[config.mk]
export PLATFORM = sky130hd
export DESIGN_NAME = three_channel_threshold_centroid_top
export DESIGN_NICKNAME = d
export VERILOG_FILES = /design/src/tcc_pkg.sv /design/src/tcc_front.sv /design/src/tcc_queue.sv /design/src/tcc_back.sv /design/src/three_channel_threshold_centroid_top.sv
export SDC_FILE = /design/constraint.sdc
export NUM_CORES = 2
export LEC_CHECK = 0
export ABC_CLOCK_PERIOD_IN_PS = 12700
export BUFFER_PORTS_ARGS = -buffer_cell sky130_fd_sc_hd__buf_2
export CAP_MARGIN = 0
export CORE_MARGIN = 10
export CORE_UTILIZATION = 46
export DETAILED_ROUTE_END_ITERATION = 10
export GPL_TIMING_DRIVEN = 0
export HOLD_SLACK_MARGIN = 0.08
export PLACE_DENSITY = 0.62
export RECOVER_POWER = 50
export SYNTH_ARGS = -nofsm -noshare
export SYNTH_HDL_FRONTEND = slang
export SYNTH_SLANG_ARGS = --single-unit
export TNS_END_PERCENT = 100
[constraint.sdc]
create_clock -name clk -period 12.7 [get_ports clk]
set_clock_uncertainty 0.1 [all_clocks]
set_input_delay 0.635 -clock clk [delete_from_list [all_inputs] [get_ports clk]]
set_output_delay 0.635 -clock clk [all_outputs]
set_load 0.05 [all_outputs]
[src/tcc_pkg.sv]
// tcc_pkg: shared widths, constants and types of the threshold centroid block
// no dependencies; imported by every module under src
`default_nettype none

package tcc_pkg;

  localparam int CH_COUNT    = 3;
  localparam int CH_W        = 2;
  localparam int LEVEL_W     = 8;
  localparam int COL_W       = 9;
  localparam int ROW_W       = 8;
  localparam int COL_SUM_W   = 27;
  localparam int ROW_SUM_W   = 25;
  localparam int COUNT_W     = 18;
  localparam int MAX_COLUMNS = 512;
  localparam int MAX_ROWS    = 256;
  localparam int QUEUE_DEPTH = 2;
  localparam int DIV_STEPS   = COL_SUM_W;
  localparam int STEP_W      = $clog2(DIV_STEPS);

  localparam logic [LEVEL_W-1:0] THRESHOLD_RESET = 8'd230;

  // apb register map
  localparam int CFG_ADDR_W  = 3;
  localparam int CFG_DATA_W  = 32;
  localparam logic CFG_IDX_THRESHOLD = 1'b0;

  localparam logic [CH_W-1:0] CH_LAST = CH_W'(CH_COUNT - 1);

  typedef struct packed {
    logic [CH_COUNT-1:0][COL_SUM_W-1:0] col_sum;
    logic [CH_COUNT-1:0][ROW_SUM_W-1:0] row_sum;
    logic [CH_COUNT-1:0][COUNT_W-1:0]   count;
  } frame_sums_t;

  typedef struct packed {
    logic [CH_COUNT-1:0][COL_W-1:0] center_x;
    logic [CH_COUNT-1:0][ROW_W-1:0] center_y;
    logic [CH_COUNT-1:0]            found;
  } result_t;

  typedef enum logic [1:0] {
    B_IDLE,
    B_START,
    B_DIV,
    B_DONE
  } back_state_t;

endpackage

`default_nettype wire

[src/tcc_front.sv]
// tcc_front: thresholds each pixel and keeps the per-channel sums and counts
// depends on tcc_pkg; hands a snapshot of the sums to tcc_queue at frame end
`default_nettype none

module tcc_front
  import tcc_pkg::*;
(
  input  wire logic               clk,
  input  wire logic               rst_n,
  input  wire logic [LEVEL_W-1:0] threshold,
  input  wire logic               in_valid,
  output logic                    in_stall,
  input  wire logic [LEVEL_W-1:0] in_red_level,
  input  wire logic [LEVEL_W-1:0] in_green_level,
  input  wire logic [LEVEL_W-1:0] in_blue_level,
  input  wire logic [COL_W-1:0]   in_pixel_column,
  input  wire logic [ROW_W-1:0]   in_pixel_row,
  input  wire logic               in_frame_end,
  input  wire logic               q_full,
  output logic                    q_push,
  output frame_sums_t             q_data
);

  logic [CH_COUNT-1:0][COL_SUM_W-1:0] col_sum_r, col_sum_nxt, col_sum_upd;
  logic [CH_COUNT-1:0][ROW_SUM_W-1:0] row_sum_r, row_sum_nxt, row_sum_upd;
  logic [CH_COUNT-1:0][COUNT_W-1:0]   count_r, count_nxt, count_upd;
  logic [CH_COUNT-1:0][COL_SUM_W:0]   col_add;
  logic [CH_COUNT-1:0][ROW_SUM_W:0]   row_add;
  logic [CH_COUNT-1:0][LEVEL_W-1:0]   levels;
  logic [CH_COUNT-1:0]                hit;
  logic                               in_frame;
  logic                               accept;

  assign levels   = {in_blue_level, in_green_level, in_red_level};
  assign in_stall = q_full;
  assign accept   = in_valid && !q_full;
  assign in_frame = (32'(in_pixel_column) < 32'(MAX_COLUMNS)) &&
                    (32'(in_pixel_row) < 32'(MAX_ROWS));

  always_comb begin
    for (int ch = 0; ch < CH_COUNT; ch++) begin
      col_add[ch] = {1'b0, col_sum_r[ch]} + (COL_SUM_W+1)'(in_pixel_column);
      row_add[ch] = {1'b0, row_sum_r[ch]} + (ROW_SUM_W+1)'(in_pixel_row);
      // a hit that would overflow any accumulator is dropped whole
      hit[ch] = in_frame && (levels[ch] > threshold) && (count_r[ch] != '1) &&
                !col_add[ch][COL_SUM_W] && !row_add[ch][ROW_SUM_W];
      col_sum_upd[ch] = hit[ch] ? col_add[ch][COL_SUM_W-1:0] : col_sum_r[ch];
      row_sum_upd[ch] = hit[ch] ? row_add[ch][ROW_SUM_W-1:0] : row_sum_r[ch];
      count_upd[ch]   = hit[ch] ? count_r[ch] + COUNT_W'(1) : count_r[ch];
    end

    q_push         = accept && in_frame_end;
    q_data.col_sum = col_sum_upd;
    q_data.row_sum = row_sum_upd;
    q_data.count   = count_upd;

    col_sum_nxt = col_sum_r;
    row_sum_nxt = row_sum_r;
    count_nxt   = count_r;
    if (accept) begin
      if (in_frame_end) begin
        col_sum_nxt = '0;
        row_sum_nxt = '0;
        count_nxt   = '0;
      end else begin
        col_sum_nxt = col_sum_upd;
        row_sum_nxt = row_sum_upd;
        count_nxt   = count_upd;
      end
    end
  end

  always_ff @(posedge clk) begin
    if (!rst_n) begin
      col_sum_r <= '0;
      row_sum_r <= '0;
      count_r   <= '0;
    end else begin
      col_sum_r <= col_sum_nxt;
      row_sum_r <= row_sum_nxt;
      count_r   <= count_nxt;
    end
  end

endmodule

`default_nettype wire

[src/tcc_queue.sv]
// tcc_queue: short fifo of finished frame sums between front and back
// depends on tcc_pkg
`default_nettype none

module tcc_queue
  import tcc_pkg::*;
(
  input  wire logic         clk,
  input  wire logic         rst_n,
  input  wire logic         push,
  input  wire frame_sums_t  push_data,
  output logic              full,
  input  wire logic         pop,
  output logic              head_valid,
  output frame_sums_t       head_data
);

  localparam int PTR_W = (QUEUE_DEPTH > 1) ? $clog2(QUEUE_DEPTH) : 1;
  localparam int CNT_W = $clog2(QUEUE_DEPTH + 1);
  localparam logic [PTR_W-1:0] PTR_LAST = PTR_W'(QUEUE_DEPTH - 1);

  frame_sums_t              slot_r [QUEUE_DEPTH];
  logic [PTR_W-1:0]         wr_ptr_r, wr_ptr_nxt;
  logic [PTR_W-1:0]         rd_ptr_r, rd_ptr_nxt;
  logic [CNT_W-1:0]         fill_r, fill_nxt;
  logic                     do_push, do_pop;

  assign full       = (fill_r == CNT_W'(QUEUE_DEPTH));
  assign head_valid = (fill_r != '0);
  assign head_data  = slot_r[rd_ptr_r];
  assign do_push    = push && !full;
  assign do_pop     = pop && head_valid;

  always_comb begin
    wr_ptr_nxt = wr_ptr_r;
    rd_ptr_nxt = rd_ptr_r;
    fill_nxt   = fill_r;
    if (do_push) begin
      wr_ptr_nxt = (wr_ptr_r == PTR_LAST) ? '0 : wr_ptr_r + PTR_W'(1);
    end
    if (do_pop) begin
      rd_ptr_nxt = (rd_ptr_r == PTR_LAST) ? '0 : rd_ptr_r + PTR_W'(1);
    end
    if (do_push && !do_pop) begin
      fill_nxt = fill_r + CNT_W'(1);
    end else if (do_pop && !do_push) begin
      fill_nxt = fill_r - CNT_W'(1);
    end
  end

  always_ff @(posedge clk) begin
    if (!rst_n) begin
      wr_ptr_r <= '0;
      rd_ptr_r <= '0;
      fill_r   <= '0;
    end else begin
      wr_ptr_r <= wr_ptr_nxt;
      rd_ptr_r <= rd_ptr_nxt;
      fill_r   <= fill_nxt;
    end
  end

  always_ff @(posedge clk) begin
    if (do_push) begin
      slot_r[wr_ptr_r] <= push_data;
    end
  end

endmodule

`default_nettype wire

[src/tcc_back.sv]
// tcc_back: divides the frame sums channel by channel and holds the centroids
// depends on tcc_pkg; takes frames from tcc_queue, drives the result register
`default_nettype none

module tcc_back
  import tcc_pkg::*;
(
  input  wire logic        clk,
  input  wire logic        rst_n,
  input  wire logic        q_valid,
  input  wire frame_sums_t q_data,
  output logic             q_pop,
  output logic             out_valid,
  input  wire logic        out_stall,
  output result_t          out_result
);

  back_state_t                        state_r, state_nxt;
  frame_sums_t                        frame_r, frame_nxt;
  logic [CH_W-1:0]                    ch_r, ch_nxt;
  logic [STEP_W-1:0]                  step_r, step_nxt;
  logic [COUNT_W-1:0]                 divisor_r, divisor_nxt;
  logic [COL_SUM_W-1:0]               quo_x_r, quo_x_nxt, quo_x_step;
  logic [COL_SUM_W-1:0]               quo_y_r, quo_y_nxt, quo_y_step;
  logic [COUNT_W-1:0]                 rem_x_r, rem_x_nxt, rem_x_step;
  logic [COUNT_W-1:0]                 rem_y_r, rem_y_nxt, rem_y_step;
  logic [COUNT_W:0]                   shift_x, shift_y;
  logic                               ge_x, ge_y;
  logic [CH_COUNT-1:0][COL_W-1:0]     held_x_r, held_x_nxt;
  logic [CH_COUNT-1:0][ROW_W-1:0]     held_y_r, held_y_nxt;
  logic [CH_COUNT-1:0]                found_r, found_nxt;
  logic                               out_valid_r, out_valid_nxt;
  result_t                            out_result_r, out_result_nxt;

  assign out_valid  = out_valid_r;
  assign out_result = out_result_r;

  // one restoring step for column and row quotients, shared divisor
  always_comb begin
    shift_x    = {rem_x_r, quo_x_r[COL_SUM_W-1]};
    shift_y    = {rem_y_r, quo_y_r[COL_SUM_W-1]};
    ge_x       = shift_x >= {1'b0, divisor_r};
    ge_y       = shift_y >= {1'b0, divisor_r};
    rem_x_step = ge_x ? COUNT_W'(shift_x - {1'b0, divisor_r}) : shift_x[COUNT_W-1:0];
    rem_y_step = ge_y ? COUNT_W'(shift_y - {1'b0, divisor_r}) : shift_y[COUNT_W-1:0];
    quo_x_step = {quo_x_r[COL_SUM_W-2:0], ge_x};
    quo_y_step = {quo_y_r[COL_SUM_W-2:0], ge_y};
  end

  always_comb begin
    state_nxt      = state_r;
    frame_nxt      = frame_r;
    ch_nxt         = ch_r;
    step_nxt       = step_r;
    divisor_nxt    = divisor_r;
    quo_x_nxt      = quo_x_r;
    quo_y_nxt      = quo_y_r;
    rem_x_nxt      = rem_x_r;
    rem_y_nxt      = rem_y_r;
    held_x_nxt     = held_x_r;
    held_y_nxt     = held_y_r;
    found_nxt      = found_r;
    out_result_nxt = out_result_r;
    out_valid_nxt  = out_valid_r && out_stall;
    q_pop          = 1'b0;

    unique case (state_r)
      B_IDLE: begin
        if (q_valid) begin
          q_pop     = 1'b1;
          frame_nxt = q_data;
          ch_nxt    = '0;
          state_nxt = B_START;
        end
      end
      B_START: begin
        if (frame_r.count[ch_r] == '0) begin
          // no hits: keep the old centroid
          found_nxt[ch_r] = 1'b0;
          if (ch_r == CH_LAST) begin
            state_nxt = B_DONE;
          end else begin
            ch_nxt = ch_r + CH_W'(1);
          end
        end else begin
          divisor_nxt = frame_r.count[ch_r];
          quo_x_nxt   = frame_r.col_sum[ch_r];
          quo_y_nxt   = COL_SUM_W'(frame_r.row_sum[ch_r]);
          rem_x_nxt   = '0;
          rem_y_nxt   = '0;
          step_nxt    = '0;
          state_nxt   = B_DIV;
        end
      end
      B_DIV: begin
        quo_x_nxt = quo_x_step;
        quo_y_nxt = quo_y_step;
        rem_x_nxt = rem_x_step;
        rem_y_nxt = rem_y_step;
        step_nxt  = step_r + STEP_W'(1);
        if (step_r == STEP_W'(DIV_STEPS - 1)) begin
          held_x_nxt[ch_r] = quo_x_step[COL_W-1:0];
          held_y_nxt[ch_r] = quo_y_step[ROW_W-1:0];
          found_nxt[ch_r]  = 1'b1;
          if (ch_r == CH_LAST) begin
            state_nxt = B_DONE;
          end else begin
            ch_nxt    = ch_r + CH_W'(1);
            state_nxt = B_START;
          end
        end
      end
      B_DONE: begin
        if (!out_valid_r || !out_stall) begin
          out_result_nxt.center_x = held_x_r;
          out_result_nxt.center_y = held_y_r;
          out_result_nxt.found    = found_r;
          out_valid_nxt           = 1'b1;
          state_nxt               = B_IDLE;
        end
      end
      default: begin
        state_nxt = B_IDLE;
      end
    endcase
  end

  always_ff @(posedge clk) begin
    if (!rst_n) begin
      state_r     <= B_IDLE;
      ch_r        <= '0;
      step_r      <= '0;
      held_x_r    <= '0;
      held_y_r    <= '0;
      found_r     <= '0;
      out_valid_r <= 1'b0;
    end else begin
      state_r     <= state_nxt;
      ch_r        <= ch_nxt;
      step_r      <= step_nxt;
      held_x_r    <= held_x_nxt;
      held_y_r    <= held_y_nxt;
      found_r     <= found_nxt;
      out_valid_r <= out_valid_nxt;
    end
  end

  always_ff @(posedge clk) begin
    frame_r      <= frame_nxt;
    divisor_r    <= divisor_nxt;
    quo_x_r      <= quo_x_nxt;
    quo_y_r      <= quo_y_nxt;
    rem_x_r      <= rem_x_nxt;
    rem_y_r      <= rem_y_nxt;
    out_result_r <= out_result_nxt;
  end

endmodule

`default_nettype wire

[src/three_channel_threshold_centroid_top.sv]
// three_channel_threshold_centroid_top: per-channel centroid of bright pixels
// depends on tcc_pkg, tcc_front, tcc_queue, tcc_back
//
// pixels enter on the in_ channel, one per cycle while in_stall is low, and are
// thresholded and summed at once; in_stall rises only while both queue slots
// hold finished frames. the pixel with in_frame_end closes the frame: its sums
// go into a two-entry queue and the accumulators clear in the same cycle.
// the back end divides each channel's column and row sums by its hit count
// with a restoring divider, one quotient bit per cycle: it takes a frame from
// the queue, runs the divider for each channel with hits, skips a channel
// without hits, then loads the result before it takes the next frame.
// one result per frame; out_valid stays high with the result steady while
// out_stall is high, and the back end then waits before loading the next.
// reset clears the sums, the held centroids, the queue and out_valid, and
// sets the threshold to 230. the threshold sits at apb address 0.
`default_nettype none

module three_channel_threshold_centroid_top
  import tcc_pkg::*;
(
  input  wire logic                  clk,
  input  wire logic                  rst_n,
  input  wire logic                  psel,
  input  wire logic                  penable,
  input  wire logic                  pwrite,
  input  wire logic [CFG_ADDR_W-1:0] paddr,
  input  wire logic [CFG_DATA_W-1:0] pwdata,
  output logic [CFG_DATA_W-1:0]      prdata,
  output logic                       pready,
  input  wire logic                  in_valid,
  output logic                       in_stall,
  input  wire logic [LEVEL_W-1:0]    in_red_level,
  input  wire logic [LEVEL_W-1:0]    in_green_level,
  input  wire logic [LEVEL_W-1:0]    in_blue_level,
  input  wire logic [COL_W-1:0]      in_pixel_column,
  input  wire logic [ROW_W-1:0]      in_pixel_row,
  input  wire logic                  in_frame_end,
  output logic                       out_valid,
  input  wire logic                  out_stall,
  output logic [COL_W-1:0]           out_red_center_x,
  output logic [ROW_W-1:0]           out_red_center_y,
  output logic [COL_W-1:0]           out_green_center_x,
  output logic [ROW_W-1:0]           out_green_center_y,
  output logic [COL_W-1:0]           out_blue_center_x,
  output logic [ROW_W-1:0]           out_blue_center_y,
  output logic                       out_red_found,
  output logic                       out_green_found,
  output logic                       out_blue_found
);

  logic [LEVEL_W-1:0] threshold_r, threshold_nxt;
  logic               cfg_write;
  logic               q_push;
  logic               q_full;
  frame_sums_t        q_push_data;
  frame_sums_t        q_head_data;
  logic               q_head_valid;
  logic               q_pop;
  result_t            result;

  // register file: byte lanes ignored, word index in paddr[2]
  assign pready    = 1'b1;
  assign cfg_write = psel && penable && pwrite && pready;

  always_comb begin
    threshold_nxt = threshold_r;
    if (cfg_write && (paddr[2] == CFG_IDX_THRESHOLD)) begin
      threshold_nxt = pwdata[LEVEL_W-1:0];
    end
    prdata = '0;
    if (paddr[2] == CFG_IDX_THRESHOLD) begin
      prdata = CFG_DATA_W'(threshold_r);
    end
  end

  always_ff @(posedge clk) begin
    if (!rst_n) begin
      threshold_r <= THRESHOLD_RESET;
    end else begin
      threshold_r <= threshold_nxt;
    end
  end

  tcc_front u_front (
    .clk             (clk),
    .rst_n           (rst_n),
    .threshold       (threshold_r),
    .in_valid        (in_valid),
    .in_stall        (in_stall),
    .in_red_level    (in_red_level),
    .in_green_level  (in_green_level),
    .in_blue_level   (in_blue_level),
    .in_pixel_column (in_pixel_column),
    .in_pixel_row    (in_pixel_row),
    .in_frame_end    (in_frame_end),
    .q_full          (q_full),
    .q_push          (q_push),
    .q_data          (q_push_data)
  );

  tcc_queue u_queue (
    .clk        (clk),
    .rst_n      (rst_n),
    .push       (q_push),
    .push_data  (q_push_data),
    .full       (q_full),
    .pop        (q_pop),
    .head_valid (q_head_valid),
    .head_data  (q_head_data)
  );

  tcc_back u_back (
    .clk        (clk),
    .rst_n      (rst_n),
    .q_valid    (q_head_valid),
    .q_data     (q_head_data),
    .q_pop      (q_pop),
    .out_valid  (out_valid),
    .out_stall  (out_stall),
    .out_result (result)
  );

  assign out_red_center_x   = result.center_x[0];
  assign out_red_center_y   = result.center_y[0];
  assign out_green_center_x = result.center_x[1];
  assign out_green_center_y = result.center_y[1];
  assign out_blue_center_x  = result.center_x[2];
  assign out_blue_center_y  = result.center_y[2];
  assign out_red_found      = result.found[0];
  assign out_green_found    = result.found[1];
  assign out_blue_found     = result.found[2];

  // a frame end must never be pushed into a full queue
  a_no_push_when_full: assert property (@(posedge clk) disable iff (!rst_n)
    q_full |-> !q_push)
    else $error("frame sums pushed into full queue");

  // the back end only takes a frame that the queue holds
  a_pop_needs_entry: assert property (@(posedge clk) disable iff (!rst_n)
    q_pop |-> q_head_valid)
    else $error("queue popped while empty");

  // no result straight after reset
  a_reset_clears_out: assert property (@(posedge clk)
    !rst_n |=> !out_valid)
    else $error("out_valid high after reset");

endmodule

`default_nettype wire

==> results.sh <==
export IMPL_status="finished with violations"
export IMPL_violations="capacitance limit, slew limit"
export IMPL_synth_most_common_cell="edfxtp_1"
export IMPL_p_leak_nw=19.4
export IMPL_routed_wl_mm=138
export IMPL_port_buffers=119
export IMPL_synth_async_sr_flop_share_pct=0
export IMPL_slowest_stage="clkbuf_1"
export IMPL_coreArea_um2=105000
export IMPL_start_kind="primary input"
export IMPL_gp_congestion=0.910
export IMPL_via_per_inst=5.83
export IMPL_irDropWorstVdd_v=0.000200
export IMPL_drt_pass1_iter_count=6
export IMPL_yosysSeqAreaShare_pct=60.7
export IMPL_fin_crit_ps=8210
export IMPL_htreeDepth=3
export IMPL_synth_edff_count=792
export IMPL_route_detailed_drc=0
export IMPL_synth_area_leaders="edfxtp_1 49%, dfxtp_1 12%, mux2_2 6.8%, ha_1 3.2%, nand2_1 3.1%"
export IMPL_synth_adder_area_share_pct=3.55
export IMPL_synth_top_area_cell="edfxtp_1"
export IMPL_grt_pass1_vias=32000
export IMPL_synthXorXnorAreaFrac_pct=3.87
export IMPL_yosys_warnings=0
export IMPL_numCtsBuffers=111
export IMPL_drive_gt1_share_pct=13.7
export IMPL_path_common_cell="clkbuf_1"
export IMPL_final_cell_area_um2=55000
export IMPL_synthMuxAreaShare_pct=7.39
export IMPL_final_antenna_net_count=0
export IMPL_rsz0062_at_grt="no"
export IMPL_wire_per_inst_um=24.0
export IMPL_clk_path_buf_depth=3
export IMPL_tightest_slew_ps=5560
export IMPL_fin_nets=4468
export IMPL_grt_met3_usage_pct=3.68
export IMPL_drv_slew=625
export IMPL_power_density_nw_per_um2=203
export IMPL_synth_compound_area_share_pct=11.6
export IMPL_syn2layout_area_growth_pct=13.2
export IMPL_maxCapViolCount=15
export IMPL_die_h_um=345
export IMPL_die_area_um2=119000
export IMPL_grt_max_degree=87
export IMPL_yosysUniqueCellTypes=85
export IMPL_syn_area_um2=48600
export IMPL_initial_core_util_pct=46.2
export IMPL_end_kind="register"
export IMPL_postCtsSetupRepairBufs=0
export IMPL_synth_ff_type="edfxtp_1"
export IMPL_synth_common_cells="792 x edfxtp_1, 396 x nand2_1, 293 x mux2_2"
export IMPL_busiest_layer="met2"
export IMPL_ys_ff_latch=1078
export IMPL_finalHoldViolCount=0
export IMPL_syn_inst=3971
export IMPL_maxSlewHeadroom_pct=-271
export IMPL_synth_top_area_share_pct=48.9
export IMPL_post_place_ws_ps=7380
export IMPL_cp_data_arrival_time_ps=8330
export IMPL_setup_viol=0
export IMPL_use_met2_pct=35.0
export IMPL_syn_avg_cell_area_um2=12.2
export IMPL_die_w_um=345
export IMPL_cts_clk_slew_worst_paths_ps=60
export IMPL_crit_fanout=56
export IMPL_cts_resized=0
export IMPL_grt_pass1_wl_mm=203
export IMPL_finalWorstSetupSlack_ps=4490
export IMPL_cts_root_buf="clkbuf_16"
export IMPL_grtUsageMet1_pct=30.6
export IMPL_cts_tree="built"
export IMPL_synth_simple_area_share_pct=9.52
export IMPL_finalNonFillerCells=5743
export IMPL_period_share_pct=64.7
export IMPL_dp_hpwl_mm=96.9
export IMPL_grt_ovfl_total=0
export IMPL_vias=33500
export IMPL_cp_cell_sequence="clkbuf_1 > clkbuf_1 > clkbuf_1 > and3_1 > clkbuf_1 > clkbuf_1"
export IMPL_antenna_found_initial=3
export IMPL_hold_path_class="primary input to register"
export IMPL_cts_sinks=1078
export IMPL_crit_required_ps=12810
export IMPL_clk_latency_ps=720
export IMPL_place_area_um2=51400
export IMPL_synth_top_family_by_area="compound AO/OA/AOI/OAI gates"
export IMPL_critPathKind="primary input to register"
export IMPL_hold_buffers=8
export IMPL_num_rows=119
export IMPL_dp_cells=5521
export IMPL_track_usage_pct=22.1
export IMPL_io_pin_count=173
export IMPL_fmax_ghz=0.122
export IMPL_critPathMaxStageDelay_ps=2700
export IMPL_first_iter_violations=3816
worst max-delay path, delay by kind of cell:
family,cells,cell delay (ps)
buffers and inverters,5,6210
AND/OR/NAND/NOR,1,1380
worst paths after layout:
kind	start	to	slack [ps]	cells past startpoint
setup / recovery	in_frame_end	u_queue.slot_r[1][194]	4490	6
setup reg to reg	u_queue.fill_r[0]	u_queue.slot_r[1][194]	4850	6
hold reg to reg	u_back.held_x_r[19]	u_back.out_result[46]	320	0
hold / removal	out_stall	u_back.out_valid	120	3
layer usage:
metal | up-vias | wire length [um]
met5 | - | 13
met4 | 2 | 4330
met3 | 243 | 11100
met2 | 1404 | 62500
met1 | 16500 | 59600
li1 | 15300 | -
kinds of logic after synthesis:
family / after synthesis
multiplexers: 322
adder cells (fa/ha/maj): 133
flip-flops: 1078
buffers and inverters: 386
other: 2
AO/OA/AOI/OAI: 886
AND/OR/NAND/NOR: 949
XOR/XNOR: 215
where the power goes:
part / internal, mW / switching, mW
registers: 4.68 / 0.220
clock network: 2.01 / 1.41
logic: 1.01 / 1.85
total: 7.70 / 3.48
metrics by stage:
stage	hold slack, ps	util (%)	power [mW]	TNS, ps
after detailed placement	312	48.9	7.80	0
after CTS	111	52.7	11.2	0
after floorplan	308	-	6.89	0
final	120	52.3	11.2	0
after global placement	311	48.5	7.87	-1249400
after global routing	123	52.3	11.7	0
sequential cells by signal (all words and copies together) (netlist names), 24 cells and up, named ones only:
name	flops
u_queue.slot_r	420
u_back.frame_r	210
u_front.col_sum_r	81
u_front.row_sum_r	75
u_back.out_result	54
u_front.count_r	54
u_back.held_x_r	27
u_back.quo_x_r	27
u_back.quo_y_r	27
u_back.held_y_r	24
cell usage in the layout, fill, tap and decap left out, drive strengths merged, types with 21 or more instances in the layout:
cell type	count
mux2	293
conb	25
o21ai	185
a221oi	53
or3	52
nor3	39
nor2	158
buf	129
edfxtp	792
a21o	38
inv	150
clkbuf	415
nor2b	21
dfxtp	286
a22o	47
o31ai	58
nand2	396
a31oi	112
clkinv	27
and2	22
a21oi	261
nand4	36
xor2	55
mux2i	29
and3	53
nand3	96
xnor2	160
ha	125
layout make-up:
cell class / count / area, um^2
buffer: 243 / 1100
timing repair buffer: 144 / 718
fill: 9150 / 50100
clock inverter: 47 / 576
inverter: 143 / 541
tap: 1391 / 1740
antenna: 2 / 5.00
clock buffer: 165 / 3270
multi-input combinational: 2530 / 17500
sequential: 1078 / 29500
(Power assumes the default switching activity.)
